File: src/vscr_pkg.sv
// Shared types and constants for the variable size clock replacement unit.
`timescale 1ns / 1ps

package vscr_pkg;

  // Fixed field widths of the item and result words
  localparam int SLOT_W     = 5;
  localparam int COUNT_W    = 3;
  localparam int KEY_IN_W   = 16;
  localparam int START_W    = 5;
  localparam int EVICT_W    = 6;
  localparam int START_VAL_W = 2;

  // Reset value of the start-value register
  localparam logic [START_VAL_W-1:0] START_VAL_RESET = 2'd1;

  // Operation codes
  localparam logic OP_PROMOTE  = 1'b0;
  localparam logic OP_ALLOCATE = 1'b1;

  // Sequencer states
  typedef enum logic [7:0] {
    ST_IDLE    = 8'b0000_0001,
    ST_PROMOTE = 8'b0000_0010,
    ST_SCAN    = 8'b0000_0100,
    ST_ALIGN   = 8'b0000_1000,
    ST_SKIP    = 8'b0001_0000,
    ST_SWEEP   = 8'b0010_0000,
    ST_FILL    = 8'b0100_0000,
    ST_DONE    = 8'b1000_0000
  } vscr_state_t;

  // Write strobes into the slot store
  typedef struct packed {
    logic cnt_we;
    logic key_we;
    logic valid_we;
    logic valid_val;
  } vscr_wr_ctl_t;

endpackage

File: src/vscr_slot_store.sv
// Slot store: valid flags, counters and keys, one write and one registered read per cycle.
`timescale 1ns / 1ps

module vscr_slot_store import vscr_pkg::*; #(
  parameter int SLOTS        = 32,
  parameter int COUNTER_BITS = 2,
  parameter int KEY_BITS     = 16
) (
  input  logic                       clk,
  input  logic                       rst,
  input  logic [$clog2(SLOTS)-1:0]   rd_idx,
  input  logic [$clog2(SLOTS)-1:0]   wr_idx,
  input  vscr_wr_ctl_t               wr,
  input  logic [COUNTER_BITS-1:0]    wr_cnt,
  input  logic [KEY_BITS-1:0]        wr_key,
  output logic                       rd_valid,
  output logic [COUNTER_BITS-1:0]    rd_cnt,
  output logic [KEY_BITS-1:0]        rd_key
);

  logic [KEY_BITS-1:0]     key_mem [SLOTS];
  logic [COUNTER_BITS-1:0] cnt_mem [SLOTS];
  logic [SLOTS-1:0]        valid_q;
  logic [SLOTS-1:0]        seen_q;
  logic [COUNTER_BITS-1:0] cnt_rd;
  logic                    seen_rd;

  // Key and counter memories, read data registered
  always_ff @(posedge clk) begin
    if (wr.key_we) begin
      key_mem[wr_idx] <= wr_key;
    end
    if (wr.cnt_we) begin
      cnt_mem[wr_idx] <= wr_cnt;
    end
    rd_key <= key_mem[rd_idx];
    cnt_rd <= cnt_mem[rd_idx];
  end

  // Valid flags and counter-written flags, cleared at reset
  always_ff @(posedge clk) begin
    if (rst) begin
      valid_q <= '0;
      seen_q  <= '0;
    end else begin
      if (wr.valid_we) begin
        valid_q[wr_idx] <= wr.valid_val;
      end
      if (wr.cnt_we) begin
        seen_q[wr_idx] <= 1'b1;
      end
    end
  end

  // Register the flag reads alongside the memory reads
  always_ff @(posedge clk) begin
    rd_valid <= valid_q[rd_idx];
    seen_rd  <= seen_q[rd_idx];
  end

  // A counter never written reads as zero
  assign rd_cnt = seen_rd ? cnt_rd : '0;

endmodule

File: src/variable_size_clock_replacement_unit.sv
// Top level of the variable size clock replacement unit: sequencer over the slot store.
// Sequence: promote raises the counters of count slots and then gives its result; allocate
//   first scans for a free run of slots, then if needed runs a clock sweep of one slot a cycle
//   (up to about 2^COUNTER_BITS passes over the bucket), then fills count slots.
// Throughput: one word at a time; the store visits one slot per cycle.
// Reset: valid flags and the hand clear and counters read as zero; keys stay undefined.
`timescale 1ns / 1ps

module variable_size_clock_replacement_unit import vscr_pkg::*; #(
  parameter int SLOTS            = 32,
  parameter int COUNTER_BITS     = 2,
  parameter int MAX_OBJECT_SLOTS = 4,
  parameter int KEY_BITS         = 16
) (
  input  logic                   clk,
  input  logic                   rst,
  input  logic                   counter_start_value_we,
  input  logic [START_VAL_W-1:0] counter_start_value,
  input  logic                   in_valid,
  output logic                   in_ready,
  input  logic                   operation,
  input  logic [SLOT_W-1:0]      slot,
  input  logic [COUNT_W-1:0]     count,
  input  logic [KEY_IN_W-1:0]    key,
  output logic                   out_valid,
  input  logic                   out_ready,
  output logic [START_W-1:0]     start_slot,
  output logic [EVICT_W-1:0]     evicted_slots
);

  localparam int IW      = $clog2(SLOTS);
  localparam int CW      = $clog2(SLOTS + 1);
  localparam int NW      = $clog2(MAX_OBJECT_SLOTS + 1);
  localparam int CNT_MAX = (1 << COUNTER_BITS) - 1;
  localparam int N_LIMIT = (MAX_OBJECT_SLOTS < SLOTS) ? MAX_OBJECT_SLOTS : SLOTS;
  localparam logic [CW-1:0] SLOTS_C = CW'(SLOTS);

  vscr_state_t state, state_next;
  logic [CW-1:0]           cur, cur_next;
  logic [CW-1:0]           hand, hand_next;
  logic [CW-1:0]           start, start_next;
  logic [NW-1:0]           n, n_next;
  logic [NW-1:0]           step, step_next;
  logic [NW-1:0]           avail, avail_next;
  logic [NW-1:0]           avail_inc;
  logic [NW-1:0]           n_in;
  logic                    in_walk, in_walk_next;
  logic [KEY_BITS-1:0]     k, k_next;
  logic [KEY_BITS-1:0]     new_key, new_key_next;
  logic [EVICT_W-1:0]      ev, ev_next;
  logic [START_VAL_W-1:0]  start_value;
  logic [COUNTER_BITS-1:0] init_cnt;
  logic                    at_limit;
  logic                    cur_in;

  vscr_wr_ctl_t            wr;
  logic [COUNTER_BITS-1:0] wr_cnt;
  logic [IW-1:0]           rd_idx;
  logic                    rd_valid;
  logic [COUNTER_BITS-1:0] rd_cnt;
  logic [KEY_BITS-1:0]     rd_key;

  // Start-value register
  always_ff @(posedge clk) begin
    if (rst) begin
      start_value <= START_VAL_RESET;
    end else if (counter_start_value_we) begin
      start_value <= counter_start_value;
    end
  end

  // Saturate the start value to the counter range
  always_comb begin
    if (int'(start_value) > CNT_MAX) begin
      init_cnt = '1;
    end else begin
      init_cnt = COUNTER_BITS'(start_value);
    end
  end

  // Clamp the requested slot count
  always_comb begin
    if (count == '0) begin
      n_in = NW'(1);
    end else if (int'(count) > N_LIMIT) begin
      n_in = NW'(N_LIMIT);
    end else begin
      n_in = NW'(count);
    end
  end

  assign at_limit  = (avail >= n);
  assign avail_inc = at_limit ? avail : avail + NW'(1);
  assign cur_in    = (cur < SLOTS_C);
  assign in_ready  = (state == ST_IDLE);

  // Sequencer
  always_comb begin
    state_next   = state;
    cur_next     = cur;
    hand_next    = hand;
    start_next   = start;
    n_next       = n;
    step_next    = step;
    avail_next   = avail;
    in_walk_next = in_walk;
    k_next       = k;
    new_key_next = new_key;
    ev_next      = ev;
    wr           = '0;
    wr_cnt       = rd_cnt;

    unique case (state)
      ST_IDLE: begin
        if (in_valid) begin
          n_next       = n_in;
          step_next    = '0;
          avail_next   = '0;
          ev_next      = '0;
          start_next   = '0;
          new_key_next = KEY_BITS'(key);
          if (operation == OP_PROMOTE) begin
            // a start beyond the bucket parks the pointer at the end
            cur_next   = (int'(slot) < SLOTS) ? CW'(slot) : SLOTS_C;
            state_next = ST_PROMOTE;
          end else begin
            cur_next   = '0;
            state_next = ST_SCAN;
          end
        end
      end

      ST_PROMOTE: begin
        if (cur_in) begin
          wr.cnt_we = 1'b1;
          wr_cnt    = (rd_cnt != {COUNTER_BITS{1'b1}}) ? rd_cnt + COUNTER_BITS'(1) : rd_cnt;
          cur_next  = cur + CW'(1);
        end
        step_next = step + NW'(1);
        if (step + NW'(1) == n) begin
          state_next = ST_DONE;
        end
      end

      ST_SCAN: begin
        if (at_limit) begin
          start_next = cur - CW'(n);
          cur_next   = cur - CW'(n);
          step_next  = '0;
          state_next = ST_FILL;
        end else if (!cur_in) begin
          // no free run: start the sweep, first aligning the hand to an object head
          avail_next   = '0;
          in_walk_next = 1'b0;
          if (hand != '0 && hand < SLOTS_C) begin
            cur_next   = hand - CW'(1);
            state_next = ST_ALIGN;
          end else begin
            cur_next   = hand;
            state_next = ST_SWEEP;
          end
        end else begin
          avail_next = rd_valid ? '0 : avail_inc;
          cur_next   = cur + CW'(1);
        end
      end

      ST_ALIGN: begin
        // hold the key of the slot before the hand
        k_next       = rd_key;
        in_walk_next = 1'b0;
        cur_next     = cur + CW'(1);
        state_next   = ST_SKIP;
      end

      ST_SKIP: begin
        if (cur_in && rd_key == k && (in_walk || rd_valid)) begin
          in_walk_next = 1'b1;
          cur_next     = cur + CW'(1);
        end else begin
          in_walk_next = 1'b0;
          avail_next   = '0;
          state_next   = ST_SWEEP;
        end
      end

      ST_SWEEP: begin
        if (!cur_in) begin
          if (at_limit) begin
            hand_next  = cur;
            start_next = cur - CW'(n);
            cur_next   = cur - CW'(n);
            step_next  = '0;
            state_next = ST_FILL;
          end else begin
            // wrap to the head of the bucket
            cur_next     = '0;
            avail_next   = '0;
            in_walk_next = 1'b0;
          end
        end else if (!(in_walk && rd_key == k) && at_limit) begin
          hand_next  = cur;
          start_next = cur - CW'(n);
          cur_next   = cur - CW'(n);
          step_next  = '0;
          state_next = ST_FILL;
        end else if (!(in_walk && rd_key == k) && !rd_valid) begin
          avail_next   = avail_inc;
          in_walk_next = 1'b0;
          cur_next     = cur + CW'(1);
        end else begin
          // walk the object: drop zero counters, age the rest
          if (!(in_walk && rd_key == k)) begin
            k_next       = rd_key;
            in_walk_next = 1'b1;
          end
          if (rd_cnt == '0) begin
            if (rd_valid) begin
              ev_next = ev + EVICT_W'(1);
            end
            wr.valid_we  = 1'b1;
            wr.valid_val = 1'b0;
            avail_next   = avail_inc;
          end else begin
            wr.cnt_we  = 1'b1;
            wr_cnt     = rd_cnt - COUNTER_BITS'(1);
            avail_next = '0;
          end
          cur_next = cur + CW'(1);
        end
      end

      ST_FILL: begin
        wr.cnt_we    = 1'b1;
        wr.key_we    = 1'b1;
        wr.valid_we  = 1'b1;
        wr.valid_val = 1'b1;
        wr_cnt       = init_cnt;
        cur_next     = cur + CW'(1);
        step_next    = step + NW'(1);
        if (step + NW'(1) == n) begin
          state_next = ST_DONE;
        end
      end

      ST_DONE: begin
        if (!out_valid || out_ready) begin
          state_next = ST_IDLE;
        end
      end

      default: begin
        state_next = ST_IDLE;
      end
    endcase
  end

  // Read the slot the pointer moves to next
  assign rd_idx = (cur_next < SLOTS_C) ? cur_next[IW-1:0] : '0;

  // Control registers
  always_ff @(posedge clk) begin
    if (rst) begin
      state   <= ST_IDLE;
      hand    <= '0;
      in_walk <= 1'b0;
    end else begin
      state   <= state_next;
      hand    <= hand_next;
      in_walk <= in_walk_next;
    end
  end

  // Working registers
  always_ff @(posedge clk) begin
    cur     <= cur_next;
    start   <= start_next;
    n       <= n_next;
    step    <= step_next;
    avail   <= avail_next;
    k       <= k_next;
    new_key <= new_key_next;
    ev      <= ev_next;
  end

  // Result word register
  always_ff @(posedge clk) begin
    if (rst) begin
      out_valid <= 1'b0;
    end else if (state == ST_DONE && (!out_valid || out_ready)) begin
      out_valid <= 1'b1;
    end else if (out_ready) begin
      out_valid <= 1'b0;
    end
  end

  always_ff @(posedge clk) begin
    if (state == ST_DONE && (!out_valid || out_ready)) begin
      start_slot    <= START_W'(start);
      evicted_slots <= ev;
    end
  end

  vscr_slot_store #(
    .SLOTS        (SLOTS),
    .COUNTER_BITS (COUNTER_BITS),
    .KEY_BITS     (KEY_BITS)
  ) u_store (
    .clk      (clk),
    .rst      (rst),
    .rd_idx   (rd_idx),
    .wr_idx   (cur[IW-1:0]),
    .wr       (wr),
    .wr_cnt   (wr_cnt),
    .wr_key   (new_key),
    .rd_valid (rd_valid),
    .rd_cnt   (rd_cnt),
    .rd_key   (rd_key)
  );

endmodule
File: config.mk
export PLATFORM = sky130hd
export DESIGN_NAME = variable_size_clock_replacement_unit
export DESIGN_NICKNAME = d
export VERILOG_FILES = /design/src/vscr_pkg.sv /design/src/vscr_slot_store.sv /design/src/variable_size_clock_replacement_unit.sv
export SDC_FILE = /design/constraint.sdc
export NUM_CORES = 1
export LEC_CHECK = 0
export BUFFER_PORTS_ARGS = -buffer_cell sky130_fd_sc_hd__buf_2
export CORE_ASPECT_RATIO = 0.7
export CORE_MARGIN = 10
export CORE_UTILIZATION = 60
export CTS_BUF_LIST = sky130_fd_sc_hd__clkbuf_4 sky130_fd_sc_hd__clkbuf_8 sky130_fd_sc_hd__clkbuf_16
export DETAILED_ROUTE_END_ITERATION = 7
export PLACE_DENSITY_LB_ADDON = 0.08
export SLEW_MARGIN = 20
export SYNTH_ARGS = -nofsm -noshare
export SYNTH_HDL_FRONTEND = slang
export SYNTH_SLANG_ARGS = --single-unit
File: constraint.sdc
create_clock -name clk -period 4.7 [get_ports clk]
set_clock_uncertainty 0.1 [all_clocks]
set_input_delay 0.235 -clock clk [delete_from_list [all_inputs] [get_ports clk]]
set_output_delay 0.235 -clock clk [all_outputs]
set_load 0.01 [all_outputs]
# After elaboration in Yosys (flattened, before gate mapping)
# Memories as Yosys holds them, arrays and structs flattened. A register that Yosys moved wholly into a read port is not among the register bits.
# Cells that the tools add are included.
# op_classes
muxes,102
eq_ne,30
bitwise_logic,1
n_addsub,8
magnitude_cmp,8
n_reduce_logical,36
# ops
op,count
6-bit two-way mux,22
8-bit two-way mux,9
16-bit two-way mux,4
8-bit one-hot mux with 7 select lines,1
3-bit two-way mux,16
6-bit one-hot mux with 6 select lines,1
32-bit bitwise mux,1
32-bit OR,1
16-bit one-hot mux with 2 select lines,1
3-bit one-hot mux with 4 select lines,2
1-bit two-way mux,23
2-bit two-way mux,11
"2-bit != test, second input constant",11
"6-bit < comparator, second input constant",3
6-bit one-hot mux with 3 select lines,1
16-bit == test,1
"3-bit != test, second input constant",5
7-bit AND reduction,2
"6-bit by 1-bit adder with 6-bit output, second input constant",2
"5-bit by 6-bit < comparator with 1-bit output, second input constant",2
6-bit one-hot mux with 2 select lines,1
6-bit AND reduction,2
4-bit nonzero test,3
1-bit binary-select mux with 5-bit select,2
37 further kinds,58
# totals
mem_count,2
register_bits,154
ramBits,576
# mem_list
memory,words,word_bits,read_ports,rd_ports_with_merged_regs,write_ports,line,source
u_store.key_mem,32,16,1,1,1,vscr_slot_store.sv:21,logic [KEY_BITS-1:0] key_mem [SLOTS];
u_store.cnt_mem,32,2,1,1,1,vscr_slot_store.sv:22,logic [COUNTER_BITS-1:0] cnt_mem [SLOTS];

# Logic depth before layout (Yosys ltp)
# logic_depth
depth_word,11
mapped_depth,19
mapped_depth_nobuf,14

# Cells and area by module
# From an unflattened synthesis, not the netlist that was laid out.
# unflattened
hier_cells,2106
area_unflattened_um2,30902.1
# by_module_without_submodules
mod,seq_area_each_um2,cells_per_inst,area_each_um2,n_inst
vscr_slot_store,18978.2,1660,26200.1,1
variable_size_clock_replacement_unit,2372.3,446,4702.0,1

# Worst setup path after synthesis
# No wires, ideal clock.
# synth_timing
path_kind,register -> register
start,register n[2]
end,memory u_store.cnt_mem[0][0] (data pin)
n_path_buf,2
period_less_slack_ns,4.158
t_arrival_ns,3.604
stages_incl_launch_ff,12
path_slack_ns,0.542
setup_time_ns,0.454
required_ns,4.146
path_cell_list,edfxtp_1 inv_1 ha_1 a21oi_1 o21a_1 clkbuf_1 buf_1 nor2_1 or4_1 nand2_1 a21oi_1 o21ai_0
# synth_via
elab_chain_cells,5
# synth_rtl
item,line,source
"start, declared",variable_size_clock_replacement_unit.sv:42,"logic [NW-1:0] n, n_next;"
"start signal, assigned",variable_size_clock_replacement_unit.sv:278,n <= n_next;
3-bit >= comparator,variable_size_clock_replacement_unit.sv:92,assign at_limit = (avail >= n);
1-bit logical AND,variable_size_clock_replacement_unit.sv:201,end else if (!(in_walk && rd_key == k) && at_limit) begin
2-bit two-way mux,variable_size_clock_replacement_unit.sv:201,
2-bit two-way mux,variable_size_clock_replacement_unit.sv:188,if (!cur_in) begin
2-bit one-hot mux with 3 select lines,variable_size_clock_replacement_unit.sv:113,unique case (state)
via u_store.wr_cnt[0],vscr_slot_store.sv:14,"input logic [COUNTER_BITS-1:0] wr_cnt,"
"end, declared",vscr_slot_store.sv:22,
# The timed path passes the listed nets, and every way through them passes these cells.

# Worst setup path in the final report
# layout_timing
start,register state[7]
end,"register u_store.rd_key[12], read port of u_store.key_mem"
# layout_via
elab_chain_cells,5
# layout_rtl
item,line,source
"start, declared",variable_size_clock_replacement_unit.sv:38,"vscr_state_t state, state_next;"
"start signal, assigned",variable_size_clock_replacement_unit.sv:268,state <= state_next;
8-bit by 7-bit == test with 1-bit output or 8-bit by 4-bit == test with 1-bit output (tied branches),variable_size_clock_replacement_unit.sv:113,
2-bit OR reduction (no line),n/a,
6-bit one-hot mux with 6 select lines *,variable_size_clock_replacement_unit.sv:113,
6-bit < comparator,variable_size_clock_replacement_unit.sv:259,assign rd_idx = (cur_next < SLOTS_C) ? cur_next[IW-1:0] : '0;
5-bit two-way mux *,variable_size_clock_replacement_unit.sv:259,
"end, declared",vscr_slot_store.sv:18,output logic [KEY_BITS-1:0] rd_key
# Every way passes the cells marked *; elsewhere a longest branch is shown, timed or not.
# A chain may end at the register's enable or synchronous reset.

==> flow_summary.ini <==
[pwr]
combPwrFrac_pct = 48.5
clockPowerShare_pct = 21.1
p_leak_uw = 0.01231
switching_power_uw = 11530
seq_power_share_pct = 30.4
p_per_area_mw_per_mm2 = 763.9
ir_drop_v = 0.0007645
p_sw_share_pct = 42.92
p_int_uw = 15340

[critical_path]
rrSetupSlack_ps = 30
crit_chain = nor3_2 -> nand3_1 -> nand4_1 -> o21ai_1 -> a2111o_1 -> o21ai_4 -> inv_6 -> and3_2 -> buf_4 -> a221oi_1 -> a21oi_1 -> a211o_1
crit_fanout = 17
critPathMaxStageDelay_ps = 520
path_buf_inv = 2
cp.required_ps = 5100
critical_path_class = flip-flop to flip-flop
cp_top_family = compound AO/OA/AOI/OAI gates
slowest_stage = nor3_2
r2r_start = state[7]
worstPathArrival_ps = 5070
r2r_cells = 12
crit_path_start_kind = flip-flop
crit_path_end_kind = flip-flop
reg2reg_to = u_store.rd_key[12]

[clock_network]
cts.clk_slew.worst_paths_ps = 70
cts.htree.levels = 3
cts_root_buffer = clkbuf_16
clock_sinks = 747
insertion_delay_ps = 610
cts_tree = built
cts_buffers = 69
clockBufferDepth = 3

[hold_path]
hold_path_depth = 5
hold_path_class = input pin to flip-flop
hp-start = slot[4]
min_to = cur[4]

[cells_and_area]
fillers = 3513
drive_above_1_share_pct = 15.47
mostFrequentLayoutCell = edfxtp_1
n_antenna_cell = 0
layout_common_cells = edfxtp_1 (639), nand2_1 (407), a21oi_1 (165), nor2_1 (143), buf_4 (113)
synthToLayoutAreaGrowth_pct = 14.16
num-nets-final = 2621
multi_input_area_sq_mm = 0.008712
register_area_sq_mm = 0.02135

[floorplanning]
core_area_sq_mm = 0.05076
dieArea_sq_mm = 0.06097
dieWidth_um = 290.9
rows = 69
dieHeight_um = 209.6
io_pins = 45
start_util_pct = 60.70

[place]
dp_hpwl_um = 58920
pre_cts_ws_ps = 60.64
gp_congestion = 1.032
portBuffers = 44

[detailed_routing]
remaining_drc_errors = 0
vias = 21541
viasPerCell = 6.530
drt-total-wl_um = 90960
dr.pass1.iters = 5
postRouteAntennaNets = 0
wl_per_cell_um = 27.57
drt_iter0_drc = 2750

[timing]
fmax_ghz = 0.2142
finalSetupViolations = 0
rsz0062_at_grt = false
final.setup.worst_slack_ps = 32.30
fin_crit_sh_pct = 99.31
period_minus_slack_ps = 4668
tightest_slew_ps = 1136
drv_slew = 0
hold_violations = 0
relSlewSlack_pct = 24.28
setup_tns_ps = 0

[logic_synthesis]
yosys_warnings = 0
synthCells = 2464
syn_nets = 2514
async_flop_share_pct = 0
synthTopCellsByArea = edfxtp_1 (62%), dfxtp_1 (7.0%), nand2_1 (5.0%), a21oi_1 (2.7%), nor2_1 (1.8%)
synth_edf_count = 639
synth_seq_cells = 747
synth.top_cell.area_share_pct = 62.27
synth_area_sq_mm = 0.03081
synthFlopType = edfxtp_1
synth.yosys.seq_area_share_pct = 69.29
synth.distinct_cells = 75
yosysTopAreaCell = edfxtp_1
avgSynthCellArea_sq_um = 12.51

[global_routing]
grt.total_usage_pct = 29.28
grt_first_pass_wirelength_um = 134400
grt_overflow = 0
grt_antenna_before_repair = 1
grt_max_degree = 112
grt_pass1_vias = 20391

[status]
status = completed

[flow_run]
drv_cap = 0
[stage by stage]
stage | hold slack (ps) | cell area, sq um | cells | util [%] | total power, uW
2_1_floorplan | 233.9 | 30810 | 2464 | - | 15520
3_3_place_gp | 313.6 | 32510 | 3142 | 64.04 | 20750
3_5_place_dp | 313.6 | 32520 | 3142 | 64.06 | 20900
4_1_cts | 32.83 | 35070 | 3294 | 69.09 | 26530
5_1_grt | 85.47 | 35180 | 3299 | 69.30 | 27880
6_report | 71.97 | 35180 | 3299 | 69.30 | 26870
[cells in the mapped netlist (26+ instances only)]
| master | number |
|---|---|
| mux2i_1 | 45 |
| xnor2_1 | 28 |
| dfxtp_1 | 108 |
| nand2_1 | 407 |
| o21ai_0 | 83 |
| nand3_1 | 90 |
| a21oi_1 | 169 |
| a221oi_1 | 41 |
| edfxtp_1 | 639 |
| inv_1 | 53 |
| clkbuf_1 | 129 |
| a31oi_1 | 82 |
| nor2_1 | 146 |
| mux2_2 | 40 |
| nor3_1 | 50 |
| buf_2 | 26 |
[power groups by stage]
stage / registers (uW) / clock network, uW / logic, uW
5_1_grt: 8200 / 5960 / 13700
4_1_cts: 8210 / 5680 / 12600
6_report: 8180 / 5660 / 13000
3_5_place_dp: 8350 / 0 / 12600
2_1_floorplan: 8300 / 0 / 7220
3_3_place_gp: 8340 / 0 / 12400
[tightest hold or removal path: stages]
cell     delay (ps)
buf_2            70
nand2_1          40
o21ai_0          60
or4_1           180
or2_2           160
[final cells by class]
| cell class | instances | share of cell area, % |
|---|---|---|
| Inverter | 55 | 0.6011 |
| Timing Repair Buffer | 206 | 5.050 |
| Sequential cell | 747 | 60.69 |
| Clock inverter | 32 | 0.9319 |
| Clock buffer | 93 | 5.563 |
| Multi-Input combinational cell | 1492 | 24.77 |
| Tap cell | 674 | 2.397 |
[state kept, by name, indices dropped and copies added, names as in the netlist, 6 cells and up]
name and flops:
cur 6, ev 6, evicted_slots 6, hand 6, k 16, new_key 16
state 8, u_store.cnt_mem 64, u_store.key_mem 512, u_store.rd_key 16, u_store.seen_q 32, u_store.valid_q 32
[worst max path at each step]
stage | to | slack [ps] | from | depth (start not counted)
6_report | u_store.rd_key[12] | 30 | state[7] | 12
5_1_grt | u_store.rd_key[12] | 30 | state[7] | 12
4_1_cts | u_store.rd_key[15] | 20 | cur[1] | 15
3_5_place_dp | u_store.rd_key[15] | 60 | cur[1] | 15
3_3_place_gp | u_store.rd_key[15] | 90 | cur[1] | 15
2_1_floorplan | u_store.cnt_mem[0][0] | 540 | n[2] | 11
[routing by layer]
layer	vias to the layer above	part of all wire, %	global-route usage, %
met5	-	0	0
met4	0	1.3	5.270
met3	97	14	9.593
met2	1294	40	38.94
met1	10731	45	46.01
li1	9419	-	-
[cell families after synthesis]
family,Yosys count,synth area share [%]
DFF,747,69.29
AOI/OAI and AO/OA,551,11.67
xor gates and xnor gates,36,1.023
and+or+nand+nor,802,11.49
adders and majority gates,18,0.7552
muxes,85,2.923
buffers and inverters,225,2.859
[repair_timing]
item | CTS | global route
hold buffers | 27 | 0
endpoints found under the setup margin | 0 | 20
buffers inserted | 0 | 2
endpoints found under the hold margin | 24 | 0
resized for setup | 0 | 6
No activity file was read; power rests on OpenSTA's default activity.
